**config.mk**
```make
export PLATFORM = sky130hd
export DESIGN_NAME = repetition_counter_energy_accumulator_unit_flat
export DESIGN_NICKNAME = d
export VERILOG_FILES = /design/src/sv/rcea_pkg.sv /design/src/sv/rcea_if.sv /design/src/sv/repetition_counter_energy_accumulator_unit.sv /design/src/flat_wrapper.sv
export VERILOG_INCLUDE_DIRS = /design/src /design/src/sv
export SDC_FILE = /design/constraint.sdc
export NUM_CORES = 1
export LEC_CHECK = 0
export BUFFER_PORTS_ARGS = -buffer_cell sky130_fd_sc_hd__buf_2
export CORE_MARGIN = 2
export CORE_UTILIZATION = 35
export DETAILED_ROUTE_END_ITERATION = 8
export GPL_TIMING_DRIVEN = 0
export PLACE_DENSITY_LB_ADDON = 0.3
export SYNTH_ARGS = -nofsm -noshare
export SYNTH_HDL_FRONTEND = slang
export SYNTH_SLANG_ARGS = --single-unit
```
**constraint.sdc**
```tcl
create_clock -name clk -period 13.81 [get_ports clk]
set_input_delay 0.6905 -clock clk [delete_from_list [all_inputs] [get_ports clk]]
set_output_delay 0.6905 -clock clk [all_outputs]
set_load 0.05 [all_outputs]
```
**src/sv/repetition_counter_energy_accumulator_unit_macros.svh**
```systemverilog
// Assertion macros; they expect clk and rst_n in the scope of use.
`ifndef REPETITION_COUNTER_ENERGY_ACCUMULATOR_UNIT_MACROS_SVH
`define REPETITION_COUNTER_ENERGY_ACCUMULATOR_UNIT_MACROS_SVH

// Same-cycle implication.
`define RCEA_ASSERT_NOW(lbl, ante, cons, msg) \
  lbl: assert property (@(posedge clk) disable iff (!rst_n) (ante) |-> (cons)) \
    else $error(msg);

// Next-cycle implication.
`define RCEA_ASSERT_NEXT(lbl, ante, cons, msg) \
  lbl: assert property (@(posedge clk) disable iff (!rst_n) (ante) |=> (cons)) \
    else $error(msg);

`endif

```
**src/sv/rcea_pkg.sv**
```systemverilog
`timescale 1ns / 1ps

package rcea_pkg;

  localparam int NUM_REGS   = 8;
  localparam int CFG_IDX_W  = 3;
  localparam int CFG_DATA_W = 16;

  localparam int LIMIT_W   = 16;
  localparam int DB_W      = 10;
  localparam int MASS_W    = 14;
  localparam int ACCEL_W   = 15;
  localparam int COEF_W    = 16;
  localparam int COEF_FRAC = 8;
  localparam int REP_W     = 16;
  localparam int HALF_W    = 17;

  typedef logic [REP_W-1:0]  rep_t;
  typedef logic [HALF_W-1:0] half_t;

  localparam logic [CFG_IDX_W-1:0] REG_HIGH_LIMIT     = 3'd0;
  localparam logic [CFG_IDX_W-1:0] REG_LOW_LIMIT      = 3'd1;
  localparam logic [CFG_IDX_W-1:0] REG_VEL_HIGH_LIMIT = 3'd2;
  localparam logic [CFG_IDX_W-1:0] REG_VEL_LOW_LIMIT  = 3'd3;
  localparam logic [CFG_IDX_W-1:0] REG_DEAD_BAND      = 3'd4;
  localparam logic [CFG_IDX_W-1:0] REG_LOAD_MASS      = 3'd5;
  localparam logic [CFG_IDX_W-1:0] REG_GRAVITY_ACCEL  = 3'd6;
  localparam logic [CFG_IDX_W-1:0] REG_DOWN_COEF      = 3'd7;

  localparam logic signed [LIMIT_W-1:0] HIGH_LIMIT_RST     = 16'sd500;
  localparam logic signed [LIMIT_W-1:0] LOW_LIMIT_RST      = 16'sd100;
  localparam logic signed [LIMIT_W-1:0] VEL_HIGH_LIMIT_RST = 16'sd300;
  localparam logic signed [LIMIT_W-1:0] VEL_LOW_LIMIT_RST  = 16'sd50;
  localparam logic [DB_W-1:0]           DEAD_BAND_RST      = 10'd20;
  localparam logic [MASS_W-1:0]         LOAD_MASS_RST      = 14'd200;
  localparam logic [ACCEL_W-1:0]        GRAVITY_ACCEL_RST  = 15'd9810;
  localparam logic [COEF_W-1:0]         DOWN_COEF_RST      = 16'd256;

  localparam rep_t  REP_MAX  = '1;
  localparam half_t HALF_MAX = '1;

  localparam logic OP_DISTANCE = 1'b0;
  localparam logic OP_VELOCITY = 1'b1;

endpackage

```
**src/sv/rcea_if.sv**
```systemverilog
`timescale 1ns / 1ps

interface rcea_in_if #(
  parameter int SAMPLE_WIDTH = 16
);
  logic                           valid;
  logic                           ready;
  logic                           op;
  logic signed [SAMPLE_WIDTH-1:0] sample;

  modport source (output valid, output op, output sample, input ready);
  modport sink   (input valid, input op, input sample, output ready);
endinterface

interface rcea_out_if #(
  parameter int ENERGY_WIDTH = 48
);
  logic                    valid;
  logic                    ready;
  rcea_pkg::rep_t          repetitions;
  logic [ENERGY_WIDTH-1:0] energy;
  logic                    up_flag;

  modport source (output valid, output repetitions, output energy, output up_flag,
                  input ready);
  modport sink   (input valid, input repetitions, input energy, input up_flag,
                  output ready);
endinterface

```
**src/sv/repetition_counter_energy_accumulator_unit.sv**
```systemverilog
// Channel  Dir  Handshake     Beat payload
// in_ch    in   valid/ready   op, sample
// out_ch   out  valid/ready   repetitions, energy, up_flag
// cfg_*    in   cfg_we        cfg_index, cfg_data
//
// One beat at a time. Without an energy update the beat passes ST_EVAL and then ST_DONE,
// where the result register loads once out_ch can take it. A move past the dead band runs
// the shared shift-add unit, one multiplier bit per cycle, over accel, step magnitude and
// (lowering) coefficient bits.
// Synchronous rst_n restores the register defaults and clears counters, energy, flag.
// A valid result holds while out_ch.ready is low; in_ch.ready is high only when idle.
`timescale 1ns / 1ps

`include "repetition_counter_energy_accumulator_unit_macros.svh"

module repetition_counter_energy_accumulator_unit #(
  parameter int SAMPLE_WIDTH = 16,
  parameter int ENERGY_WIDTH = 48
) (
  input  logic                              clk,
  input  logic                              rst_n,
  rcea_in_if.sink                           in_ch,
  rcea_out_if.source                        out_ch,
  input  logic                              cfg_we,
  input  logic [rcea_pkg::CFG_IDX_W-1:0]    cfg_index,
  input  logic [rcea_pkg::CFG_DATA_W-1:0]   cfg_data
);

  localparam int CMP_W = (SAMPLE_WIDTH > rcea_pkg::LIMIT_W) ? SAMPLE_WIDTH
                                                            : rcea_pkg::LIMIT_W;
  localparam int MAG_CMP_W = (SAMPLE_WIDTH > rcea_pkg::DB_W) ? SAMPLE_WIDTH
                                                             : rcea_pkg::DB_W;
  localparam int MB_W = (SAMPLE_WIDTH > rcea_pkg::COEF_W) ? SAMPLE_WIDTH
                                                          : rcea_pkg::COEF_W;
  localparam int ACC_W = rcea_pkg::MASS_W + rcea_pkg::ACCEL_W + SAMPLE_WIDTH
                         + rcea_pkg::COEF_W;
  localparam int WIDE_W = ACC_W + ENERGY_WIDTH;

  localparam int ST_W = 3;
  localparam logic [ST_W-1:0] ST_IDLE     = 3'd0;
  localparam logic [ST_W-1:0] ST_EVAL     = 3'd1;
  localparam logic [ST_W-1:0] ST_MUL_MA   = 3'd2;
  localparam logic [ST_W-1:0] ST_MUL_MAG  = 3'd3;
  localparam logic [ST_W-1:0] ST_MUL_COEF = 3'd4;
  localparam logic [ST_W-1:0] ST_ENERGY   = 3'd5;
  localparam logic [ST_W-1:0] ST_DONE     = 3'd6;

  logic signed [rcea_pkg::LIMIT_W-1:0] high_r, low_r, vhigh_r, vlow_r;
  logic [rcea_pkg::DB_W-1:0]           db_r;
  logic [rcea_pkg::MASS_W-1:0]         mass_r;
  logic [rcea_pkg::ACCEL_W-1:0]        accel_r;
  logic [rcea_pkg::COEF_W-1:0]         coef_r;

  logic [ST_W-1:0]                state_r, state_nxt;
  logic                           op_r, op_nxt;
  logic signed [SAMPLE_WIDTH-1:0] sample_r, sample_nxt;
  logic signed [SAMPLE_WIDTH-1:0] last_r, last_nxt;
  logic [ENERGY_WIDTH-1:0]        energy_r, energy_nxt;
  rcea_pkg::rep_t                 rep_r, rep_nxt;
  rcea_pkg::half_t                half_r, half_nxt;
  logic                           above_r, above_nxt;
  logic                           down_r, down_nxt;
  logic [SAMPLE_WIDTH-1:0]        mag_r, mag_nxt;
  logic [ACC_W-1:0]               mul_a_r, mul_a_nxt;
  logic [MB_W-1:0]                mul_b_r, mul_b_nxt;
  logic [ACC_W-1:0]               acc_r, acc_nxt;
  logic                           out_valid_r, out_valid_nxt;
  rcea_pkg::rep_t                 out_rep_r, out_rep_nxt;
  logic [ENERGY_WIDTH-1:0]        out_energy_r, out_energy_nxt;
  logic                           out_flag_r, out_flag_nxt;

  logic signed [CMP_W-1:0]        s_cmp, hi_cmp, lo_cmp;
  logic signed [SAMPLE_WIDTH:0]   step;
  logic signed [SAMPLE_WIDTH:0]   mag_full;
  logic [SAMPLE_WIDTH-1:0]        mag;
  logic                           move;
  logic                           rise, flag_up, fall;
  rcea_pkg::half_t                half_new;
  logic [ACC_W-1:0]               mul_step_acc;
  logic                           mul_done;
  logic [WIDE_W-1:0]              amt_wide;
  logic [ENERGY_WIDTH-1:0]        amt_sat;
  logic [ENERGY_WIDTH:0]          energy_sum;
  logic [ENERGY_WIDTH-1:0]        energy_new;

  // Configuration registers
  always_ff @(posedge clk) begin
    if (!rst_n) begin
      high_r  <= rcea_pkg::HIGH_LIMIT_RST;
      low_r   <= rcea_pkg::LOW_LIMIT_RST;
      vhigh_r <= rcea_pkg::VEL_HIGH_LIMIT_RST;
      vlow_r  <= rcea_pkg::VEL_LOW_LIMIT_RST;
      db_r    <= rcea_pkg::DEAD_BAND_RST;
      mass_r  <= rcea_pkg::LOAD_MASS_RST;
      accel_r <= rcea_pkg::GRAVITY_ACCEL_RST;
      coef_r  <= rcea_pkg::DOWN_COEF_RST;
    end else if (cfg_we) begin
      unique case (cfg_index)
        rcea_pkg::REG_HIGH_LIMIT:     high_r  <= cfg_data;
        rcea_pkg::REG_LOW_LIMIT:      low_r   <= cfg_data;
        rcea_pkg::REG_VEL_HIGH_LIMIT: vhigh_r <= cfg_data;
        rcea_pkg::REG_VEL_LOW_LIMIT:  vlow_r  <= cfg_data;
        rcea_pkg::REG_DEAD_BAND:      db_r    <= cfg_data[rcea_pkg::DB_W-1:0];
        rcea_pkg::REG_LOAD_MASS:      mass_r  <= cfg_data[rcea_pkg::MASS_W-1:0];
        rcea_pkg::REG_GRAVITY_ACCEL:  accel_r <= cfg_data[rcea_pkg::ACCEL_W-1:0];
        rcea_pkg::REG_DOWN_COEF:      coef_r  <= cfg_data[rcea_pkg::COEF_W-1:0];
        default: ;
      endcase
    end
  end

  // Hysteresis and dead band
  assign s_cmp  = CMP_W'(sample_r);
  assign hi_cmp = CMP_W'((op_r == rcea_pkg::OP_VELOCITY) ? vhigh_r : high_r);
  assign lo_cmp = CMP_W'((op_r == rcea_pkg::OP_VELOCITY) ? vlow_r : low_r);

  assign rise    = !above_r && (s_cmp >= hi_cmp);
  assign flag_up = above_r || rise;
  assign fall    = flag_up && (s_cmp <= lo_cmp);

  assign half_new = (rise && (half_r != rcea_pkg::HALF_MAX))
                    ? half_r + rcea_pkg::HALF_W'(1) : half_r;

  assign step     = (SAMPLE_WIDTH + 1)'(sample_r) - (SAMPLE_WIDTH + 1)'(last_r);
  assign mag_full = step[SAMPLE_WIDTH] ? -step : step;
  assign mag      = mag_full[SAMPLE_WIDTH-1:0];
  assign move     = MAG_CMP_W'(mag) > MAG_CMP_W'(db_r);

  // Shared shift-add multiplier step
  assign mul_done     = (mul_b_r == '0);
  assign mul_step_acc = mul_b_r[0] ? acc_r + mul_a_r : acc_r;

  // Saturating energy update
  assign amt_wide   = WIDE_W'(acc_r);
  assign amt_sat    = (amt_wide > WIDE_W'({ENERGY_WIDTH{1'b1}})) ? {ENERGY_WIDTH{1'b1}}
                                                                  : amt_wide[ENERGY_WIDTH-1:0];
  assign energy_sum = (ENERGY_WIDTH + 1)'(energy_r) + (ENERGY_WIDTH + 1)'(amt_sat);
  assign energy_new = energy_sum[ENERGY_WIDTH] ? {ENERGY_WIDTH{1'b1}}
                                               : energy_sum[ENERGY_WIDTH-1:0];

  assign in_ch.ready = (state_r == ST_IDLE);

  always_comb begin
    state_nxt      = state_r;
    op_nxt         = op_r;
    sample_nxt     = sample_r;
    last_nxt       = last_r;
    energy_nxt     = energy_r;
    rep_nxt        = rep_r;
    half_nxt       = half_r;
    above_nxt      = above_r;
    down_nxt       = down_r;
    mag_nxt        = mag_r;
    mul_a_nxt      = mul_a_r;
    mul_b_nxt      = mul_b_r;
    acc_nxt        = acc_r;
    out_valid_nxt  = out_valid_r;
    out_rep_nxt    = out_rep_r;
    out_energy_nxt = out_energy_r;
    out_flag_nxt   = out_flag_r;

    if (out_valid_r && out_ch.ready) begin
      out_valid_nxt = 1'b0;
    end

    unique case (state_r)
      ST_IDLE: begin
        if (in_ch.valid) begin
          op_nxt     = in_ch.op;
          sample_nxt = in_ch.sample;
          state_nxt  = ST_EVAL;
        end
      end
      ST_EVAL: begin
        above_nxt = flag_up && !fall;
        if (op_r == rcea_pkg::OP_DISTANCE) begin
          if (rise && (rep_r != rcea_pkg::REP_MAX)) begin
            rep_nxt = rep_r + rcea_pkg::REP_W'(1);
          end
          if (move) begin
            last_nxt  = sample_r;
            down_nxt  = step[SAMPLE_WIDTH];
            mag_nxt   = mag;
            mul_a_nxt = ACC_W'(mass_r);
            mul_b_nxt = MB_W'(accel_r);
            acc_nxt   = '0;
            state_nxt = ST_MUL_MA;
          end else begin
            state_nxt = ST_DONE;
          end
        end else begin
          half_nxt  = half_new;
          rep_nxt   = half_new[rcea_pkg::HALF_W-1:1];
          state_nxt = ST_DONE;
        end
      end
      ST_MUL_MA: begin
        if (mul_done) begin
          mul_a_nxt = acc_r;
          mul_b_nxt = MB_W'(mag_r);
          acc_nxt   = '0;
          state_nxt = ST_MUL_MAG;
        end else begin
          acc_nxt   = mul_step_acc;
          mul_a_nxt = mul_a_r << 1;
          mul_b_nxt = mul_b_r >> 1;
        end
      end
      ST_MUL_MAG: begin
        if (mul_done) begin
          if (down_r) begin
            mul_a_nxt = acc_r;
            mul_b_nxt = MB_W'(coef_r);
            acc_nxt   = '0;
            state_nxt = ST_MUL_COEF;
          end else begin
            state_nxt = ST_ENERGY;
          end
        end else begin
          acc_nxt   = mul_step_acc;
          mul_a_nxt = mul_a_r << 1;
          mul_b_nxt = mul_b_r >> 1;
        end
      end
      ST_MUL_COEF: begin
        if (mul_done) begin
          acc_nxt   = acc_r >> rcea_pkg::COEF_FRAC;
          state_nxt = ST_ENERGY;
        end else begin
          acc_nxt   = mul_step_acc;
          mul_a_nxt = mul_a_r << 1;
          mul_b_nxt = mul_b_r >> 1;
        end
      end
      ST_ENERGY: begin
        energy_nxt = energy_new;
        state_nxt  = ST_DONE;
      end
      ST_DONE: begin
        if (!out_valid_r || out_ch.ready) begin
          out_valid_nxt  = 1'b1;
          out_rep_nxt    = rep_r;
          out_energy_nxt = energy_r;
          out_flag_nxt   = above_r;
          state_nxt      = ST_IDLE;
        end
      end
      default: begin
        state_nxt = ST_IDLE;
      end
    endcase
  end

  always_ff @(posedge clk) begin
    if (!rst_n) begin
      state_r     <= ST_IDLE;
      last_r      <= '0;
      energy_r    <= '0;
      rep_r       <= '0;
      half_r      <= '0;
      above_r     <= 1'b0;
      out_valid_r <= 1'b0;
    end else begin
      state_r     <= state_nxt;
      last_r      <= last_nxt;
      energy_r    <= energy_nxt;
      rep_r       <= rep_nxt;
      half_r      <= half_nxt;
      above_r     <= above_nxt;
      out_valid_r <= out_valid_nxt;
    end
  end

  always_ff @(posedge clk) begin
    op_r         <= op_nxt;
    sample_r     <= sample_nxt;
    down_r       <= down_nxt;
    mag_r        <= mag_nxt;
    mul_a_r      <= mul_a_nxt;
    mul_b_r      <= mul_b_nxt;
    acc_r        <= acc_nxt;
    out_rep_r    <= out_rep_nxt;
    out_energy_r <= out_energy_nxt;
    out_flag_r   <= out_flag_nxt;
  end

  assign out_ch.valid       = out_valid_r;
  assign out_ch.repetitions = out_rep_r;
  assign out_ch.energy      = out_energy_r;
  assign out_ch.up_flag     = out_flag_r;

  `RCEA_ASSERT_NEXT(a_energy_no_drop, rst_n, energy_r >= $past(energy_r), "energy dropped")
  `RCEA_ASSERT_NEXT(a_rep_single_step, rst_n && state_r == ST_EVAL && op_r == rcea_pkg::OP_DISTANCE, (rep_r - $past(rep_r)) <= rcea_pkg::REP_W'(1), "rep count jumped")
  `RCEA_ASSERT_NOW(a_coef_only_down, state_r == ST_MUL_COEF, down_r, "coefficient pass on rising move")
  `RCEA_ASSERT_NEXT(a_last_hold, rst_n && state_r != ST_EVAL, last_r == $past(last_r), "kept distance changed")

endmodule

```
**src/flat_wrapper.sv**
```systemverilog
// flat-port wrapper written by rule: the top's interface ports become plain ports
module repetition_counter_energy_accumulator_unit_flat 
#(
  parameter int SAMPLE_WIDTH = 16,
  parameter int ENERGY_WIDTH = 48
)
  (clk, rst_n, cfg_we, cfg_index, cfg_data, in_ch_valid, in_ch_op, in_ch_sample, in_ch_ready, out_ch_valid, out_ch_repetitions, out_ch_energy, out_ch_up_flag, out_ch_ready);
  rcea_in_if #(.SAMPLE_WIDTH(SAMPLE_WIDTH)) in_ch_i ();
  rcea_out_if #(.ENERGY_WIDTH(ENERGY_WIDTH)) out_ch_i ();
  input  logic clk;
  input  logic rst_n;
  input  logic cfg_we;
  input  logic [rcea_pkg::CFG_IDX_W-1:0] cfg_index;
  input  logic [rcea_pkg::CFG_DATA_W-1:0] cfg_data;
  input wire logic [$bits(in_ch_i.valid)-1:0] in_ch_valid;
  input wire logic [$bits(in_ch_i.op)-1:0] in_ch_op;
  input wire logic [$bits(in_ch_i.sample)-1:0] in_ch_sample;
  output wire logic [$bits(in_ch_i.ready)-1:0] in_ch_ready;
  output wire logic [$bits(out_ch_i.valid)-1:0] out_ch_valid;
  output wire logic [$bits(out_ch_i.repetitions)-1:0] out_ch_repetitions;
  output wire logic [$bits(out_ch_i.energy)-1:0] out_ch_energy;
  output wire logic [$bits(out_ch_i.up_flag)-1:0] out_ch_up_flag;
  input wire logic [$bits(out_ch_i.ready)-1:0] out_ch_ready;
  assign in_ch_i.valid = in_ch_valid;
  assign in_ch_i.op = in_ch_op;
  assign in_ch_i.sample = in_ch_sample;
  assign in_ch_ready = in_ch_i.ready;
  assign out_ch_valid = out_ch_i.valid;
  assign out_ch_repetitions = out_ch_i.repetitions;
  assign out_ch_energy = out_ch_i.energy;
  assign out_ch_up_flag = out_ch_i.up_flag;
  assign out_ch_i.ready = out_ch_ready;
  repetition_counter_energy_accumulator_unit #(.SAMPLE_WIDTH(SAMPLE_WIDTH), .ENERGY_WIDTH(ENERGY_WIDTH)) u_core (.clk(clk), .rst_n(rst_n), .in_ch(in_ch_i), .out_ch(out_ch_i), .cfg_we(cfg_we), .cfg_index(cfg_index), .cfg_data(cfg_data));
endmodule
```
Word-level counts from Yosys, hierarchy flattened
Cells that the tools add are included.
{"block": "totals", "register_bits": 458, "word_cells": 136, "out_inout_bits": 67}
{"block": "classes", "reduce_logical": 33, "n_mux": 42, "eq_ne": 24, "order_cmp": 4, "n_addsub": 6, "bitwise": 1}
{"operator": "61-bit 2-to-1 mux", "n": 13}
{"operator": "61-bit one-hot mux with 4 select lines", "n": 2}
{"operator": "16-bit 2-to-1 mux", "n": 11}
{"operator": "48-bit 2-to-1 mux", "n": 2}
{"operator": "16-bit one-hot mux with 4 select lines", "n": 1}
{"operator": "61-bit adder", "n": 1}
{"operator": "61-bit by 48-bit > comparator with 1-bit output (second input constant)", "n": 1}
{"operator": "48-bit by 48-bit adder with 49-bit output", "n": 1}
{"operator": "2-bit AND reduction", "n": 12}
{"operator": "3-bit equality test (second input constant)", "n": 7}
{"operator": "3-bit 2-to-1 mux", "n": 7}
{"operator": "3-bit one-hot mux with 7 select lines", "n": 1}
{"operator": "17-bit by 1-bit adder with 17-bit output (second input constant)", "n": 1}
{"operator": "17-bit 2-to-1 mux", "n": 1}
{"operator": "17-bit inequality test (second input constant)", "n": 1}
{"operator": "16-bit by 16-bit subtractor with 17-bit output", "n": 1}
{"operator": "16-bit by 1-bit adder with 16-bit output (second input constant)", "n": 1}
{"operator": "16-bit >= comparator", "n": 1}
{"operator": "16-bit by 10-bit > comparator with 1-bit output", "n": 1}
{"operator": "16-bit <= comparator", "n": 1}
{"operator": "16-bit zero test", "n": 1}
{"operator": "16-bit inequality test (second input constant)", "n": 1}
{"operator": "16-bit negator", "n": 1}
{"operator": "3-bit by 2-bit equality test with 1-bit output (second input constant)", "n": 4}
{"operator": "other kinds (15)", "n": 36}

Depth between registers and ports, before layout
Gate-level depths: netlist (run 1).
{"block": "logic_depth", "depth_word": 7, "ltp_mapped": 24, "mapped_depth_nobuf": 22}

Worst setup path before layout (run 1)
OpenSTA, ideal clock, no wires.
{"block": "synth_path", "kind": "register to register", "start": "register u_core.sample_r[0], in the netlist u_core.s_cmp[0]", "end": "register u_core.mul_a_r[0] (enable)", "path_slack_ns": 5.390, "t_arrival_ns": 7.871, "path_stages_with_launch": 23, "period_less_slack_ns": 8.420, "required_time_ns": 13.261, "path_buffers": 1, "setup_ns": 0.549, "cell_sequence": "edfxtp_1 -> inv_1 -> ha_1 -> fa_1 -> nand2b_1 -> a21oi_1 -> o21ba_2 -> o32ai_1 -> o32ai_1 -> clkbuf_1 -> a21oi_1 -> ha_1 -> nor2b_1 -> o21a_1 -> o21a_1 -> o21a_1 -> o21ai_0 -> a21oi_1 -> a2111oi_0 -> o21bai_1 -> o41ai_2 -> nor2_4 -> a2bb2oi_1"}
{"block": "synth_via", "elab_chain_len": 6}
{"item": "start, declared", "line": "repetition_counter_energy_accumulator_unit.sv:56", "source": "logic signed [SAMPLE_WIDTH-1:0] sample_r, sample_nxt;"}
{"item": "start signal, assigned", "line": "repetition_counter_energy_accumulator_unit.sv:276", "source": "sample_r <= sample_nxt;"}
{"item": "16-bit by 16-bit subtractor with 17-bit output (*)", "line": "repetition_counter_energy_accumulator_unit.sv:124", "source": "assign step = (SAMPLE_WIDTH + 1)'(sample_r) - (SAMPLE_WIDTH + 1)'(last_r);"}
{"item": "16-bit negator", "line": "repetition_counter_energy_accumulator_unit.sv:125", "source": "assign mag_full = step[SAMPLE_WIDTH] ? -step : step;"}
{"item": "16-bit 2-to-1 mux (*)", "line": "repetition_counter_energy_accumulator_unit.sv:125"}
{"item": "named net u_core.mag_full[1]", "line": "repetition_counter_energy_accumulator_unit.sv:74", "source": "logic signed [SAMPLE_WIDTH:0] mag_full;"}
{"item": "16-bit by 10-bit > comparator with 1-bit output (*)", "line": "repetition_counter_energy_accumulator_unit.sv:127", "source": "assign move = MAG_CMP_W'(mag) > MAG_CMP_W'(db_r);"}
{"item": "2-bit by 1-bit inequality test with 1-bit output (no line) (*)"}
{"item": "5-bit AND reduction (no line) (*)"}
{"item": "end signal, assigned", "line": "repetition_counter_energy_accumulator_unit.sv:279", "source": "mul_a_r <= mul_a_nxt;"}
{"item": "end, declared", "line": "repetition_counter_energy_accumulator_unit.sv:64", "source": "logic [ACC_W-1:0] mul_a_r, mul_a_nxt;"}
The timed path passes the listed nets; every way through them passes the cells marked *.
A chain may end at the register's enable or synchronous reset.

Worst setup path in the final report (run 1)
{"block": "layout_path", "start": "register u_core.sample_r[8], in the netlist u_core.s_cmp[8]", "end": "register u_core.acc_r[56] (enable)"}
{"item": "16-bit by 16-bit subtractor with 17-bit output", "line": "repetition_counter_energy_accumulator_unit.sv:124"}
{"item": "16-bit 2-to-1 mux", "line": "repetition_counter_energy_accumulator_unit.sv:125"}
{"item": "named net u_core.mag_full[1]", "line": "repetition_counter_energy_accumulator_unit.sv:74"}
{"item": "16-bit by 10-bit > comparator with 1-bit output", "line": "repetition_counter_energy_accumulator_unit.sv:127"}
{"item": "2-bit by 1-bit inequality test with 1-bit output (no line)"}
{"item": "4-bit AND reduction (no line)"}
{"item": "end signal, assigned", "line": "repetition_counter_energy_accumulator_unit.sv:281", "source": "acc_r <= acc_nxt;"}
{"item": "end, declared", "line": "repetition_counter_energy_accumulator_unit.sv:66", "source": "logic [ACC_W-1:0] acc_r, acc_nxt;"}
The timed path passes the listed nets, and every way through them passes these cells.

==> results of run 1 <==
[through the flow]
step	instance area (um^2)	hold WS [ps]	total power, uW
after floorplan	26910	431.5	4417
after global placement	28670	438.1	5336
after detailed placement	28780	446.0	5336
after CTS	30660	230.5	6873
after global routing	30670	249.4	7315
final	30670	262.6	6891
[synth_stat cells (all sizes together), types with 22 or more instances]
cell type / instances / area share [%]
nand2: 422 / 5.9
a21oi: 297 / 5.5
edfxtp: 237 / 26
dfxtp: 221 / 16
o21ai: 195 / 3.7
nor2: 178 / 2.5
ha: 170 / 7.9
clkbuf: 146 / 2.1
nand3: 84 / 1.6
xnor2: 84 / 2.7
a21o: 81 / 2.3
inv: 80 / 1.1
mux2i: 79 / 2.9
xor2: 57 / 1.9
or2: 51 / 1.2
a22o: 50 / 1.6
nand4: 39 / 0.91
nor3: 38 / 0.71
o21a: 26 / 0.73
o21bai: 26 / 0.73
and3: 24 / 0.56
a31oi: 23 / 0.59
nor2b: 23 / 0.53
a211oi: 22 / 0.67
o211ai: 22 / 0.61
[cells by family after synthesis]
| group | Yosys count |
|---|---|
| adders and majority gates | 173 |
| muxes | 97 |
| DFF | 458 |
| and+or+nand+nor | 943 |
| xor gates and xnor gates | 141 |
| buffers and inverters | 242 |
| AOI/OAI and AO/OA | 881 |
[worst reg2reg max path, delay by kind of cell (launching register included)]
kind,cells,cell delay (ps)
buf+inv,2,700
compound gates,13,3040
flops,1,540
fa+ha+maj,2,650
simple gates,5,1300
[power by group]
part,switching (uW),internal (uW)
Clock,598,916
Sequential,347,1850
Combinational,1960,1230
[state kept, by name, indices dropped and copies added (netlist names), 17 cells and up]
name and cells:
u_core.acc_r 61, u_core.energy_r 48, u_core.half_r 17, u_core.mul_a_r 61, u_core.out_ch.energy 48
[path summary, 6_finish.rpt]
| path | start | end | slack [ps] |
|---|---|---|---|
| setup / recovery | u_core.s_cmp[8] | u_core.acc_r[56] | 7120 |
| hold reg to reg | u_core.coef_r[12] | u_core.coef_r[12] | 450 |
| hold / removal | in_ch_sample[8] | u_core.s_cmp[8] | 260 |
| setup reg to reg | u_core.s_cmp[8] | u_core.acc_r[56] | 7120 |
[routing by layer]
metal	global-route usage [%]	wire, um	vias up
li1	-	-	11089
met1	28.26	38090	11027
met2	34.28	38500	704
met3	2.319	4256	133
met4	6.533	2500	2
met5	0	7	-
[layout make-up]
type                    count  area [um^2]  area share [%]
diodes                      2        5.005         0.01632
plain buffers             161        654.4           2.134
clock buffers              77         1602           5.223
clock inverters            21        279.0          0.9099
inverters                  81        304.0          0.9915
multi-input cells        2235        14440           47.08
flip-flops and latches    458        11540           37.64
well taps                1030         1289           4.203
repair buffers             99        555.5           1.812
==> run summary, run 1 <==
The final core utilization came out at 40.31%. The clock period minus worst slack came out at 6693 ps. Counting both buffers and inverters, the worst setup path holds a total of 2.

The final worst clock skew came out at 41.86 ps. The peak supply drop is 0.1177 mV. The number of gates resized after CTS was 0. After synthesis, the largest family of logic cells by area is compound AO/OA/AOI/OAI gates.

The number of cell rows is 101. The flow ran to the end, and the final reports show no timing, DRC or antenna violations. Among the stages of the critical path, the cell type that occurs most often is sky130_fd_sc_hd__o21a_1. In this run, placement finished with an instance count of 4064. The total of warnings raised by yosys is 0.

The area of the mapped netlist is 0.02691 mm^2. The synthesized-area fraction occupied by ao, oa, aoi and oai cells came out at 21.11%. The maximum buffer depth of the clock tree is 3.

The prevailing post-synth register cell is sky130_fd_sc_hd__edfxtp_1. The top cell types in the final layout, fill and taps aside, are sky130_fd_sc_hd__nand2_1 (422), sky130_fd_sc_hd__a21oi_1 (297), sky130_fd_sc_hd__edfxtp_1 (237). The tightest slew margin relative to the limit came out at 26.53%. The number of iterations in the first detailed-routing pass is 7.

The setup TNS came out at 0 ps. Of the total synthesized cell area, the portion taken by XOR and XNOR cells is 4.589%. The post-synthesis sequential area ratio is 42.89%.

The largest fanout on the critical path came out at 61. The number of buffers added for setup after CTS came out at 0. The analysis attributes to cell leakage a power of 0.01193 uW. The simple logic cell fraction of the synthesized area came out at 16.03%.

After synthesis, the mean cell area works out to 9.168 um^2. The fraction of final layout cells with drive strength greater than 1 is 9.610%. The I/O pin total is 108. The transition at the pin with the smallest max-transition slack came out at 1102 ps. The maximum number of pins on one net before global-route repair is 62.

The final routed wirelength across all metal layers is 83350 um. The critical path class is reg2reg. The kind of cell with the highest combined delay along the critical path is compound AO/OA/AOI/OAI gates. The maximum cell stage delay along the critical path came out at 570 ps.

The number of global-route vias before repair came out at 21591. The unique cell type count in the Yosys netlist is 90. The clock network latency to the later pin of the worst-skew pair came out at 610 ps. CTS placed an instance of sky130_fd_sc_hd__clkbuf_16 at the clock tree root. The post-synthesis register bit count is 458. The final setup violation count is 0.

In the final routed layout, each cell accounts on average for 20.02 um. The worst setup path is launched from a flip-flop. The count of H-tree levels built during CTS came out at 2.

The share of the cycle needed by the critical path after routing came out at 48.46%. The count of pins over their slew limit was 0. The least setup slack across all paths after layout is 7117 ps. The post-route DRC violation count came out at 0. The max-capacitance violation count came out at 0. Of the post-synthesis cell area, the part taken by muxes is 3.692%. When the netlist entered floorplanning its net count stood at 3149. Clock-pin slew was measured on the worst setup and hold paths at 60 ps. Detailed routing inserted a total of 22955 vias. The final-report hold violation count came out at 0.

The final non-filler cell total is 4164. The vias per cell is 5.513. The global-route congestion overflow total is 0. The global-route wire length before repair is 128100 um. The critical path goes through ha_1, clkbuf_1, and4_1, o21ai_0, o21ba_2, o32ai_1, o32ai_1, clkbuf_1, nor2_1, a21oi_1, ha_1, nor2b_1, o21a_1, o21a_1, o21a_1, o21ai_0, a21oi_1, a2111oi_0, o21bai_1, o41ai_2, nor2_4, or2_4. The global placement routability congestion is 0.9141. Port buffering added 95 buffers. The layout overhead on the synthesized area came out at 13.96%. The number of cells traversed by the worst register-to-register path came out at 22. The gate count of the mapped netlist came out at 2935. The worst min-delay path category is in2reg. The fraction of synthesis flops using an asynchronous set or reset pin is 0%. The area share of fa/ha/maj cells after synthesis is 8.128%. The full die area came out at 0.07912 mm^2. For this run, the post-layout net count is 3302. The die is 281.3 um wide. The power per cell area is 224.7 mW/mm^2. The HPWL after detailed placement came out at 61860 um. After clock tree synthesis, the flow added hold-fix buffers numbering 0. Derived from the worst setup path, the maximum achievable clock frequency is 0.1494 GHz. The initial core utilization is 35.37%.

At the placement stage, the worst setup path has a slack of 7195 ps. The critical path depth in cells came out at 22. STA puts the critical path data arrival time at 6890 ps. The height of the chip came out at 281.3 um. Fill cells in the final layout number 7690. The number of clock buffers inserted by TritonCTS is 52. The violation count after the first detailed-routing iteration is 2151.

Setup repair after global routing left no endpoint under its margin. The data required time of the worst path came out at 14010 ps. The sink count of the clock tree came out at 458. The number of synthesized flops with an enable pin is 237. Global routing consumed, over all layers together, 20.72% of the routing resources. The region available for standard cell placement spans 0.07608 mm^2. The worst hold path depth came out at 1.

The count of antenna-violating nets left after detailed routing came out at 0. The number of antenna violations at the first check in global routing came to 4. The commonest non-fill, non-tap cell in the layout is sky130_fd_sc_hd__nand2_1. STA classifies the critical path endpoint as a flip-flop. The slowest stage of the critical path is the sky130_fd_sc_hd__o41ai_2 cell.

The clock tree from TritonCTS is done.
Note: power is estimated with default switching activity, not from simulation.
==> inputs of run 2 (changes only) <==
==> constraint.sdc (replaced) <==
create_clock -name clk -period 6.75 [get_ports clk]
set_input_delay 0.3375 -clock clk [delete_from_list [all_inputs] [get_ports clk]]
set_output_delay 0.3375 -clock clk [all_outputs]
set_load 0.05 [all_outputs]
==> run 2 against run 1 <==
Die area is the same. Critical path depth up 3. Largest cell class unchanged. Sequential power increased by 100%. Design area increased by 0.77%. Worst hold slack worse by 190 ps. Clock skew is 11 ps higher. Utilization grew 0.31 points. Highest routed layer unchanged. First-iteration DRC count down 6.7%.
==> run summary, run 2 (same netlist as run 1, synthesis figures left out) <==
The flow ran to the end, and the final reports show no timing, DRC or antenna violations. Setup violations remaining at the end of the flow were counted as 0. The net count of the finished layout is 3320. The vias per cell is 5.488. The peak supply drop is 0.2249 mV. The height of the chip came out at 281.3 um. The largest registers in the layout are u_core.acc_r x61, u_core.mul_a_r x61. STA classifies the critical path startpoint as a flip-flop.

The internal power of the cells totals 8176 uW. The min-delay analysis places its worst path in the category in2reg. The I/O pin total came out at 108. The count of input and output buffers came out at 95. For the final database, setup skew stands at 52.52 ps. The global-route congestion overflow total is 0. For met2 alone, demand over resource in global routing was 34.12%. STA classifies the critical path endpoint as a flip-flop. The count of pins over their slew limit came out at 0. In the global route stage, met1 resource usage came out at 27.93%. The least setup slack across all paths after layout is 398.3 ps.

Combinational logic is responsible for 46.5% of the overall power. The data required time of the worst path came out at 7080 ps. The CTS clock-pin slew for the worst setup and hold paths is 60 ps.

In this run the deepest clock path goes through 3 buffers. The number of clock buffers inserted by TritonCTS is 52. Once the floorplan was initialized, standard cells occupied 35.37% of the core.

The share of the cycle needed by the critical path after routing is 94.10%. The fraction of power spent switching nets came out at 42.33%. The global placement routability congestion is 0.9084. The library cell used most frequently in the layout, excluding fill and tap cells, is sky130_fd_sc_hd__nand2_1. The share of total power dissipated in the clock network is 22.0%. The number of antenna violations at the first check in global routing came out at 4. The fraction of final layout cells with drive strength greater than 1 is 9.841%. The leakage power figure is 0.01203 uW.

STA puts the critical path data arrival time at 6690 ps. In the layout the commonest cells are sky130_fd_sc_hd__nand2_1 (422), sky130_fd_sc_hd__a21oi_1 (297), sky130_fd_sc_hd__edfxtp_1 (237). The highest-delay cell along the critical path is sky130_fd_sc_hd__o41ai_4. The clock tree from TritonCTS is done. The worst setup path is of the reg2reg kind.

The final routed wirelength across all metal layers is 83650 um. Measured against its own limit, the worst slew margin works out to 17.54%. The sink count of the clock tree is 458.

The detail route stage leaves a number of antenna-violating nets equal to 0. In this run the clock root is driven by a sky130_fd_sc_hd__clkbuf_16. The share of total power in sequential cells is 31.6%. Power spread over the standard cell area amounts to 458.8 mW/mm^2.

The maximum cell stage delay along the critical path is 480 ps. The setup slack of the worst register-to-register path came out at 400 ps. The highest achievable clock rate is 0.1574 GHz.

The violation count after the first detailed-routing iteration is 2007. The post-route DRC violation count came out at 0. For this block, the via count after detailed routing is 22944. The area growth from synthesis to layout is 14.84%. The number of cell rows came out at 101.

The floorplan core area came out at 0.07608 mm^2. The global-route met3 utilization came out at 3.383%. The max-capacitance violation count came out at 0.

The maximum number of pins on one net before global-route repair is 34. The final-report hold violation count was 0. Detailed placement finished with a half-perimeter wire length of 61620 um. Setup repair after global routing left no endpoint under its margin.

In this run the worst path has a maximum fanout of 24. The global routing stage identified its most utilized layer as met2. The design draws 14180 uW. The number of global-route vias before repair came out at 21545. The global routing usage summed across all routing layers is 20.87%. The full die area is 0.07912 mm^2. The die boundary width is 281.3 um.

For the worst-skew pair, the clock arrives at the later sink with an insertion delay of 630 ps. The clock period minus worst slack is 6352 ps. The first global-routing pass estimated 127900 um of wire.

The buffer and inverter count on the worst path is 4. The count of H-tree levels built during CTS came out at 2. The number of iterations in the first detailed-routing pass is 7.

The minimum setup slack after placement came out at 51.59 ps. At the pin with the least slew margin, the transition time is 1227 ps. The net load switching power is 6001 uW. The dominant delay contributor by cell family on the critical path is compound AO/OA/AOI/OAI gates. The detail-routed net length per standard cell is 20.01 um.
[run 2: changes by cell type in the layout (fill, tap and decap cells not counted), sizes merged, moves of 2 or more]
cell         change
clkbuf          -10
clkinv           +4
inv              +2
dlygate4sd3     +17
clkinvlp         +3
[run 2: repair_timing]
action                                 in CTS  in global routing
hold buffers                               17                  0
setup endpoints to repair                  67                164
pin swaps                                   1                  0
setup buffers                               0                  0
resized for setup                           2                  4
gates cloned                                1                  0
endpoints found under the hold margin      17                  0
[run 2: final timing paths]
path,cells after the start,endpoint,from
worst max-delay path,25,u_core.mul_a_r[57],u_core.s_cmp[0]
worst min-delay path,3,u_core.high_r[15],cfg_data[15]
worst max register to register,25,u_core.mul_a_r[57],u_core.s_cmp[0]
worst min register to register,2,u_core.high_r[0],u_core.high_r[0]
[run 2: area by class of cell]
cell class / instances / area, um^2
multi-input cells: 2236 / 14470
fillers: 7718 / 45170
diodes: 1 / 2.502
clock inverters: 30 / 344.1
well taps: 1030 / 1289
plain buffers: 160 / 651.9
repair buffers: 117 / 753.2
clock buffers: 68 / 1548
flip-flops and latches: 458 / 11540
inverters: 81 / 304.0
[run 2: through the flow]
stage	utilization (%)	hold slack, ps	instances	instance area [um^2]	TNS [ps]
2_1_floorplan	-	431.5	2935	26910	0
3_3_place_gp	37.70	438.2	4060	28680	-188650
3_5_place_dp	37.87	444.7	4065	28810	0
4_1_cts	40.59	49.05	4181	30880	0
5_1_grt	40.62	62.55	4180	30900	0
6_report	40.62	74.87	4181	30900	0
[run 2: worst reg2reg max path, cell delays in order (launching register included)]
cell and delay (ps):
sky130_fd_sc_hd__edfxtp_1 420, sky130_fd_sc_hd__inv_1 130, sky130_fd_sc_hd__ha_1 240, sky130_fd_sc_hd__fa_1 420, sky130_fd_sc_hd__nand2b_1 200, sky130_fd_sc_hd__a21oi_1 190
sky130_fd_sc_hd__o21ba_2 180, sky130_fd_sc_hd__o32ai_1 130, sky130_fd_sc_hd__o32ai_2 330, sky130_fd_sc_hd__clkbuf_2 290, sky130_fd_sc_hd__nor2_1 60, sky130_fd_sc_hd__a21oi_1 330
sky130_fd_sc_hd__ha_1 320, sky130_fd_sc_hd__nor2b_1 140, sky130_fd_sc_hd__o21a_1 160, sky130_fd_sc_hd__o21a_1 160, sky130_fd_sc_hd__o21a_1 160, sky130_fd_sc_hd__o21ai_0 170
sky130_fd_sc_hd__a21oi_1 100, sky130_fd_sc_hd__a2111oi_1 380, sky130_fd_sc_hd__o21bai_1 160, sky130_fd_sc_hd__o41ai_4 480, sky130_fd_sc_hd__nor2_4 210, sky130_fd_sc_hd__a2bb2oi_4 260
sky130_fd_sc_hd__buf_12 240, sky130_fd_sc_hd__buf_16 190
[run 2: power groups by stage]
stage | Clock (uW) | Sequential, uW | Combinational, uW
6_report | 3110 | 4480 | 6590
5_1_grt | 3270 | 4530 | 7260
4_1_cts | 3160 | 4470 | 6480
3_5_place_dp | 0 | 4510 | 6410
3_3_place_gp | 0 | 4570 | 6320
2_1_floorplan | 0 | 4190 | 4830
[run 2: routing by layer]
layer	share of wire, %	vias to the layer above
met3	6.2	158
met2	46	733
met1	45	10935
li1	-	11114
met4	3.3	4
met5	0.035	-
